### config.mk
export PLATFORM = sky130hd
export DESIGN_NAME = bounded_top_k_heap
export DESIGN_NICKNAME = d
export VERILOG_FILES = /design/src/hw/rtl/bth_pkg.sv /design/src/hw/rtl/bounded_top_k_heap.sv /design/src/hw/rtl/bth_ram.sv /design/src/hw/rtl/bth_ctrl.sv /design/src/hw/rtl/bth_dp.sv
export SDC_FILE = /design/constraint.sdc
export NUM_CORES = 2
export LEC_CHECK = 0
export BUFFER_PORTS_ARGS = -buffer_cell sky130_fd_sc_hd__buf_2
export CAP_MARGIN = 20
export CORE_ASPECT_RATIO = 0.9
export CORE_MARGIN = 2
export CORE_UTILIZATION = 30
export CTS_CLUSTER_SIZE = 28
export DETAILED_ROUTE_END_ITERATION = 8
export HOLD_SLACK_MARGIN = 0.1
export PLACE_DENSITY_LB_ADDON = 0.05
export SKIP_CTS_REPAIR_TIMING = 1
export SYNTH_ARGS = -nofsm -noshare
export SYNTH_HDL_FRONTEND = slang
export SYNTH_HIERARCHICAL = 1
export SYNTH_SLANG_ARGS = --single-unit
### constraint.sdc
create_clock -name clk -period 7.85 [get_ports clk]
set_input_delay 0.3925 -clock clk [delete_from_list [all_inputs] [get_ports clk]]
set_output_delay 0.3925 -clock clk [all_outputs]
set_load 0.01 [all_outputs]
### src/hw/rtl/bth_pkg.sv
// ----------------------------------------------------------------------------
// bth_pkg
// Types, constants and helpers shared by the bounded top-k store.
// ----------------------------------------------------------------------------
package bth_pkg;

  localparam int CFG_W     = 7;
  localparam int CNT_OUT_W = 7;
  localparam logic [CFG_W-1:0] CAP_RESET = 7'd64;

  localparam logic KIND_PUSH  = 1'b0;
  localparam logic KIND_DRAIN = 1'b1;

  typedef struct packed {
    logic        kind;
    logic [15:0] item_id;
    logic [31:0] score;
  } bth_in_t;

  typedef struct packed {
    logic                 accepted;
    logic                 entry_valid;
    logic [15:0]          entry_id;
    logic [31:0]          entry_score;
    logic [CNT_OUT_W-1:0] count_held;
    logic                 last;
  } bth_out_t;

  typedef struct packed {
    logic [15:0] id;
    logic [31:0] score;
  } bth_entry_t;

  typedef enum logic [2:0] {
    S_IDLE,
    S_START,
    S_SCAN,
    S_SCAN_END,
    S_DECIDE,
    S_MOVE,
    S_EMIT
  } bth_state_t;

  typedef struct packed {
    logic latch_in;
    logic push_append;
    logic empty_result;
    logic scan_start;
    logic scan_rd;
    logic decide_push;
    logic decide_drain;
    logic move_wr;
    logic load_out;
  } bth_cmd_t;

  typedef struct packed {
    logic kind;
    logic room;
    logic cnt_zero;
    logic scan_last;
    logic out_free;
    logic res_last;
  } bth_sts_t;

  // order: score ascending, then id ascending
  function automatic logic entry_less(bth_entry_t a, bth_entry_t b);
    entry_less = (a.score < b.score) || ((a.score == b.score) && (a.id < b.id));
  endfunction

endpackage

### src/hw/rtl/bounded_top_k_heap.sv
// ----------------------------------------------------------------------------
// bounded_top_k_heap
// Bounded store of the best-scoring items with eviction of the least entry.
// ----------------------------------------------------------------------------
// A push appends directly while the store has room. Once the store is
// full, a push scans the held entries for the least one (score, then id),
// one entry per cycle through the single read port of the entry memory. A
// drain returns the entries in ascending order; each one costs a full scan
// of the entries still held plus the move of the top entry into the freed
// slot. Results wait in an output register; a new request is taken once
// the previous one has placed its last result there. No clearing pass is
// needed after reset.
module bounded_top_k_heap
  import bth_pkg::*;
#(
  parameter int CAPACITY = 64
) (
  input  logic             clk,
  input  logic             rst_n,
  input  logic             in_valid,
  output logic             in_ready,
  input  bth_in_t          in_data,
  output logic             out_valid,
  input  logic             out_ready,
  output bth_out_t         out_data,
  input  logic             cfg_wr_en,
  input  logic [CFG_W-1:0] cfg_wr_data
);

  bth_cmd_t cmd;
  bth_sts_t sts;

  bth_ctrl u_ctrl (
    .clk      (clk),
    .rst_n    (rst_n),
    .in_valid (in_valid),
    .in_ready (in_ready),
    .sts      (sts),
    .cmd      (cmd)
  );

  bth_dp #(
    .CAPACITY(CAPACITY)
  ) u_dp (
    .clk         (clk),
    .rst_n       (rst_n),
    .in_data     (in_data),
    .cfg_wr_en   (cfg_wr_en),
    .cfg_wr_data (cfg_wr_data),
    .out_ready   (out_ready),
    .out_valid   (out_valid),
    .out_data    (out_data),
    .cmd         (cmd),
    .sts         (sts)
  );

endmodule

### src/hw/rtl/bth_ram.sv
// ----------------------------------------------------------------------------
// bth_ram
// Generic simple dual-port RAM, one write and one registered read port.
// ----------------------------------------------------------------------------
module bth_ram #(
  parameter int WIDTH = 48,
  parameter int DEPTH = 64
) (
  input  logic                     clk,
  input  logic                     wr_en,
  input  logic [$clog2(DEPTH)-1:0] wr_addr,
  input  logic [WIDTH-1:0]         wr_data,
  input  logic                     rd_en,
  input  logic [$clog2(DEPTH)-1:0] rd_addr,
  output logic [WIDTH-1:0]         rd_data
);

  logic [WIDTH-1:0] mem [DEPTH];

  always_ff @(posedge clk) begin
    if (wr_en) begin
      mem[wr_addr] <= wr_data;
    end
    if (rd_en) begin
      rd_data <= mem[rd_addr];
    end
  end

endmodule

### src/hw/rtl/bth_ctrl.sv
// ----------------------------------------------------------------------------
// bth_ctrl
// Sequencer for push, scan for least entry, evict and drain.
// ----------------------------------------------------------------------------
module bth_ctrl
  import bth_pkg::*;
(
  input  logic     clk,
  input  logic     rst_n,
  input  logic     in_valid,
  output logic     in_ready,
  input  bth_sts_t sts,
  output bth_cmd_t cmd
);

  bth_state_t state_r, state_nxt;

  always_ff @(posedge clk) begin
    if (!rst_n) begin
      state_r <= S_IDLE;
    end else begin
      state_r <= state_nxt;
    end
  end

  always_comb begin
    state_nxt = state_r;
    case (state_r)
      S_IDLE: begin
        if (in_valid) state_nxt = S_START;
      end
      S_START: begin
        if (sts.kind == KIND_PUSH) begin
          state_nxt = sts.room ? S_EMIT : S_SCAN;
        end else begin
          state_nxt = sts.cnt_zero ? S_EMIT : S_SCAN;
        end
      end
      S_SCAN: begin
        if (sts.scan_last) state_nxt = S_SCAN_END;
      end
      S_SCAN_END: state_nxt = S_DECIDE;
      S_DECIDE: begin
        state_nxt = (sts.kind == KIND_PUSH) ? S_EMIT : S_MOVE;
      end
      S_MOVE: state_nxt = S_EMIT;
      S_EMIT: begin
        if (sts.out_free) state_nxt = sts.res_last ? S_IDLE : S_SCAN;
      end
      default: state_nxt = S_IDLE;
    endcase
  end

  always_comb begin
    cmd      = '0;
    in_ready = 1'b0;
    case (state_r)
      S_IDLE: begin
        in_ready     = 1'b1;
        cmd.latch_in = in_valid;
      end
      S_START: begin
        if (sts.kind == KIND_PUSH) begin
          cmd.push_append = sts.room;
          cmd.scan_start  = !sts.room;
        end else begin
          cmd.empty_result = sts.cnt_zero;
          cmd.scan_start   = !sts.cnt_zero;
        end
      end
      S_SCAN: cmd.scan_rd = 1'b1;
      S_DECIDE: begin
        cmd.decide_push  = (sts.kind == KIND_PUSH);
        cmd.decide_drain = (sts.kind == KIND_DRAIN);
      end
      S_MOVE: cmd.move_wr = 1'b1;
      S_EMIT: begin
        cmd.load_out   = sts.out_free;
        cmd.scan_start = sts.out_free && !sts.res_last;
      end
      default: cmd = '0;
    endcase
  end

endmodule

### src/hw/rtl/bth_dp.sv
// ----------------------------------------------------------------------------
// bth_dp
// Entry store, least-entry scan, result register and output register.
// ----------------------------------------------------------------------------
module bth_dp
  import bth_pkg::*;
#(
  parameter int CAPACITY = 64
) (
  input  logic             clk,
  input  logic             rst_n,
  input  bth_in_t          in_data,
  input  logic             cfg_wr_en,
  input  logic [CFG_W-1:0] cfg_wr_data,
  input  logic             out_ready,
  output logic             out_valid,
  output bth_out_t         out_data,
  input  bth_cmd_t         cmd,
  output bth_sts_t         sts
);

  localparam int AW = $clog2(CAPACITY);
  localparam int CW = $clog2(CAPACITY + 1);
  localparam int EW = (CW > CFG_W) ? CW : CFG_W;

  bth_in_t          in_r;
  logic [CFG_W-1:0] cap_r;
  logic [CW-1:0]    count_r;
  logic [AW-1:0]    idx_r;
  logic             rd_pend_r;
  logic [AW-1:0]    rd_slot_r;
  bth_entry_t       best_r;
  logic [AW-1:0]    best_slot_r;
  bth_out_t         res_r;
  logic             out_valid_r;
  bth_out_t         out_data_r;

  logic [EW-1:0]    cap_e, max_e, eff_cap;
  logic [AW-1:0]    top_addr;
  bth_entry_t       rd_entry, new_entry;
  logic             win;
  logic             ram_we, ram_re;
  logic [AW-1:0]    ram_wa, ram_ra;
  bth_entry_t       ram_wd;

  // effective capacity: zero reads as one, saturates at CAPACITY
  assign cap_e   = EW'(cap_r);
  assign max_e   = EW'(CAPACITY);
  assign eff_cap = (cap_r == '0) ? EW'(1) : ((cap_e > max_e) ? max_e : cap_e);

  assign top_addr  = AW'(count_r - CW'(1));
  assign new_entry = '{id: in_r.item_id, score: in_r.score};
  assign win       = in_r.score > best_r.score;

  assign ram_we = cmd.push_append | (cmd.decide_push & win) | cmd.move_wr;
  assign ram_wa = cmd.push_append ? AW'(count_r) : best_slot_r;
  assign ram_wd = cmd.move_wr ? rd_entry : new_entry;
  assign ram_re = cmd.scan_rd | cmd.decide_drain;
  assign ram_ra = cmd.scan_rd ? idx_r : top_addr;

  bth_ram #(
    .WIDTH($bits(bth_entry_t)),
    .DEPTH(CAPACITY)
  ) u_store (
    .clk     (clk),
    .wr_en   (ram_we),
    .wr_addr (ram_wa),
    .wr_data (ram_wd),
    .rd_en   (ram_re),
    .rd_addr (ram_ra),
    .rd_data (rd_entry)
  );

  always_ff @(posedge clk) begin
    if (!rst_n) begin
      cap_r       <= CAP_RESET;
      count_r     <= '0;
      rd_pend_r   <= 1'b0;
      out_valid_r <= 1'b0;
    end else begin
      if (cfg_wr_en) cap_r <= cfg_wr_data;
      if (cmd.push_append) begin
        count_r <= count_r + CW'(1);
      end else if (cmd.decide_drain) begin
        count_r <= count_r - CW'(1);
      end
      rd_pend_r <= cmd.scan_rd;
      if (cmd.load_out) begin
        out_valid_r <= 1'b1;
      end else if (out_ready) begin
        out_valid_r <= 1'b0;
      end
    end
  end

  always_ff @(posedge clk) begin
    if (cmd.latch_in) in_r <= in_data;
    if (cmd.scan_start) begin
      idx_r <= '0;
    end else if (cmd.scan_rd) begin
      idx_r <= idx_r + AW'(1);
    end
    rd_slot_r <= idx_r;
    // strict compare keeps the lower slot on a full tie
    if (rd_pend_r && ((rd_slot_r == '0) || entry_less(rd_entry, best_r))) begin
      best_r      <= rd_entry;
      best_slot_r <= rd_slot_r;
    end
    if (cmd.push_append) begin
      res_r <= '{accepted: 1'b1, entry_valid: 1'b0, entry_id: '0, entry_score: '0,
                 count_held: CNT_OUT_W'(count_r + CW'(1)), last: 1'b1};
    end else if (cmd.empty_result) begin
      res_r <= '{accepted: 1'b0, entry_valid: 1'b0, entry_id: '0, entry_score: '0,
                 count_held: '0, last: 1'b1};
    end else if (cmd.decide_push) begin
      res_r <= '{accepted: win, entry_valid: win,
                 entry_id: win ? best_r.id : '0,
                 entry_score: win ? best_r.score : '0,
                 count_held: CNT_OUT_W'(count_r), last: 1'b1};
    end else if (cmd.decide_drain) begin
      res_r <= '{accepted: 1'b0, entry_valid: 1'b1, entry_id: best_r.id,
                 entry_score: best_r.score,
                 count_held: CNT_OUT_W'(count_r - CW'(1)),
                 last: (count_r == CW'(1))};
    end
    if (cmd.load_out) out_data_r <= res_r;
  end

  assign sts.kind      = in_r.kind;
  assign sts.room      = EW'(count_r) < eff_cap;
  assign sts.cnt_zero  = (count_r == '0);
  assign sts.scan_last = (idx_r == top_addr);
  assign sts.out_free  = !out_valid_r || out_ready;
  assign sts.res_last  = res_r.last;

  assign out_valid = out_valid_r;
  assign out_data  = out_data_r;

endmodule

==> impl_metrics.py <==
metrics = {
    "run_status": {
        "outcome": "complete, no violations",
    },
    "floorplanning": {
        "start_util": 0.301,
        "dieArea_um2": 435000,
        "die_w_um": 695,
        "pin_count": 121,
        "core_um2": 428000,
        "rows": 228,
        "die_y_um": 626,
    },
    "synth": {
        "yosysMostFrequentCell": "edfxtp_1",
        "synth.distinct_cells": 66,
        "yosysSeqAreaShare": 0.779,
        "synthAdderAreaFrac": 0.00874,
        "yosysWarnings": 6,
        "synth_edf_count": 3288,
        "synth.avg_cell_area_um2": 22.1,
        "synth.net_count": 5976,
        "ys_top_cells_by_area": "edfxtp_1 77%, mux4_2 13%, dfxtp_1 1.3%",
        "yosys_most_used_dff": "edfxtp_1",
        "yosysTopAreaCell": "edfxtp_1",
        "synth.top_cell.area_share": 0.767,
        "synth-seq-cells": 3370,
        "yosys.area_share.simple": 0.0158,
        "synthArstFlopShare": 0,
        "synth_top_family_by_area": "multiplexers",
        "synthXorXnorAreaFrac": 0.00136,
        "synth_common_cells": "3288 x edfxtp_1, 754 x mux4_2, 161 x nor2_1",
        "synth-compound-area-share": 0.0364,
        "muxShareOfSynthArea": 0.144,
        "synthCells": 5825,
        "synth_area_um2": 129000,
    },
    "power_and_ir_drop": {
        "leakagePower_uw": 0.0480,
        "power_density_nw_per_um2": 432,
        "vdd_drop_max_v": 0.000322,
    },
    "finish": {
        "nets": 6488,
        "final_design_area_no_fill_um2": 151000,
        "area_growth_pct": 17.0,
        "nFillCells": 39600,
        "instances_no_fill": 12300,
        "utilization": 0.352,
        "drive_gt1_frac": 0.274,
    },
    "clocking": {
        "cts_root_buffer": "clkbuf_16",
        "clk_pin_slew_ps": 60,
        "htree_levels": 5,
        "insertion_delay_ps": 980,
        "cts_tree": "yes",
        "cts_buffers": 374,
        "clock_path_buffers": 4,
        "cts_num_sinks": 3370,
    },
    "timing": {
        "finalCriticalPeriod_ps": 5690,
        "timing.final.crit_share": 0.725,
        "relSlewSlack": 0.100,
        "final_hold_viol_count": 0,
        "drv_slew": 0,
        "tightest_slew_ps": 1350,
        "clock_skew_ps": 47.9,
        "setup_violations": 0,
        "rsz0062_at_grt": "no",
        "layout_setup_ws_ps": 2160,
        "finalSetupTns_ps": 0,
        "fmax_mhz": 176,
    },
    "global_route": {
        "track_usage": 0.204,
        "antenna_found_initial": 40,
        "grt_overflow": 0,
        "grt_pass1_wl_um": 601000,
        "grt_start_max_net_pins": 86,
        "grt_pass1_vias": 64200,
    },
    "routing": {
        "vias": 64000,
        "dr.pass1.iters": 5,
        "avgRoutedWirePerCell_um": 36.6,
        "ant_nets": 0,
        "drt-total-wl_um": 450000,
        "vias_per_cell": 5.20,
        "drc": 0,
        "drt-initial-drc-count": 7345,
    },
    "place": {
        "port-buffer-count": 120,
        "place_hpwl_um": 277000,
        "post-place-ws_ps": 2100,
        "place_congestion": 0.772,
        "placed_cell_area_um2": 138000,
        "dp.cells": 11500,
    },
    "worst_setup_path": {
        "startpoint_type": "register",
        "crit_type": "reg -> reg",
        "critical_path_required_ps": 8480,
        "cp_data_arrival_time_ps": 6320,
        "worstPathMaxFanout": 28,
        "rr_worst_depth": 11,
        "end_kind": "register",
    },
    "worst_hold_path": {
        "hold_path.class": "in -> reg",
        "holdPathStages": 2,
    },
    "flow_run": {
        "max_cap_viol_count": 0,
    },
}
state kept, by name (all words and copies together) (netlist names):
register and count:
u_dp/u_store/mem 3072, u_dp/out_data 58, u_dp/res_r 57, u_dp/best_r 48
u_dp/in_r 48, u_dp/u_store/rd_data 48, u_dp/cap_e 7, u_dp/count_r 7
u_dp/best_slot_r 6, u_dp/idx_r 6, u_dp/rd_slot_r 6, u_ctrl/state_r 3
u_dp/sts 2, u_dp/out_valid 1, u_dp/rd_pend_r 1
power by group:
part / switching, uW / total [uW] / internal, uW
Clock: 7270 / 17200 / 9970
Sequential: 758 / 22600 / 21800
Combinational: 17000 / 25300 / 8210
Total: 25100 / 65100 / 40000
final timing paths:
check                           slack [ps]                         start                                 end
worst max-delay path                  2160  u_dp/count_r[0]$_SDFFE_PN0P_  u_dp/u_store/rd_data[18]$_DFFE_PP_
worst min-delay path                   140                   in_data[44]             u_dp/in_r[44]$_DFFE_PP_
worst max register to register        2160  u_dp/count_r[0]$_SDFFE_PN0P_  u_dp/u_store/rd_data[18]$_DFFE_PP_
worst min register to register         420     u_dp/rd_slot_r[3]$_DFF_P_       u_dp/best_slot_r[3]$_DFFE_PP_
worst max-delay path: stages (launching register included):
cell,delay (ps)
dfxtp_1,480
nor3_1,540
xor2_1,320
mux2_2,410
buf_4,530
nand2b_2,630
buf_4,530
o22ai_1,220
nor2_1,430
a21oi_1,190
buf_4,220
a221oi_1,780
layout by cell type (no fill, tap or decap), types with 30 or more instances in the layout:
master | netlist | layout
dlygate4sd3_1 | 0 | 80
mux2_4 | 0 | 39
dfxtp_1 | 82 | 82
nor2b_1 | 42 | 37
edfxtp_1 | 3288 | 3288
a211oi_1 | 35 | 32
mux2_2 | 71 | 30
clkinv_1 | 0 | 70
nand2_1 | 97 | 95
a221oi_1 | 86 | 84
o22ai_1 | 122 | 121
mux4_2 | 754 | 754
a21oi_1 | 112 | 112
inv_1 | 57 | 57
clkbuf_1 | 115 | 99
mux2i_1 | 72 | 71
a22oi_1 | 76 | 76
buf_2 | 102 | 120
buf_4 | 66 | 207
nor2_4 | 0 | 65
ha_1 | 90 | 90
buf_12 | 0 | 43
clkinv_2 | 0 | 50
a22o_1 | 107 | 107
nor2_1 | 161 | 96
clkbuf_16 | 0 | 387
cell families (layout without fill, tap and decap cells):
group,after synthesis,count (layout)
flops,3370,3370
mux,897,897
compound gates,649,649
simple gates,425,425
buf+inv,374,1184
fa+ha+maj,90,90
xor+xnor,20,20
other cells,0,20
routing by layer:
layer  wire [um]  vias up  GRT usage  part of all wire
met5          13        -          0          0.000029
met4        7430        2     0.0349             0.017
met3       24300      416     0.0318             0.054
met2      212000     1895      0.326              0.47
met1      206000    35800      0.297              0.46
li1            -    25900          -                 -
metrics by stage:
| stage | hold WS (ps) | power (uW) |
|---|---|---|
| 2_1_floorplan | 376 | 35800 |
| 3_5_place_dp | 407 | 48800 |
| 5_1_grt | 101 | 67500 |
| 4_1_cts | -517 | 66200 |
| 6_report | 140 | 65100 |
| 3_3_place_gp | 408 | 48800 |
cell type report:
cell class,count,area (um2),share of cell area
diodes,20,50.0,0.000332
multi-input cells,2081,27400,0.182
clock buffers,503,10300,0.0683
well taps,5635,7050,0.0468
flip-flops and latches,3370,100000,0.666
repair buffers,453,3870,0.0257
inverters,57,214,0.00142
clock inverters,171,1520,0.0101
Power figures use the tool's default switching activity.
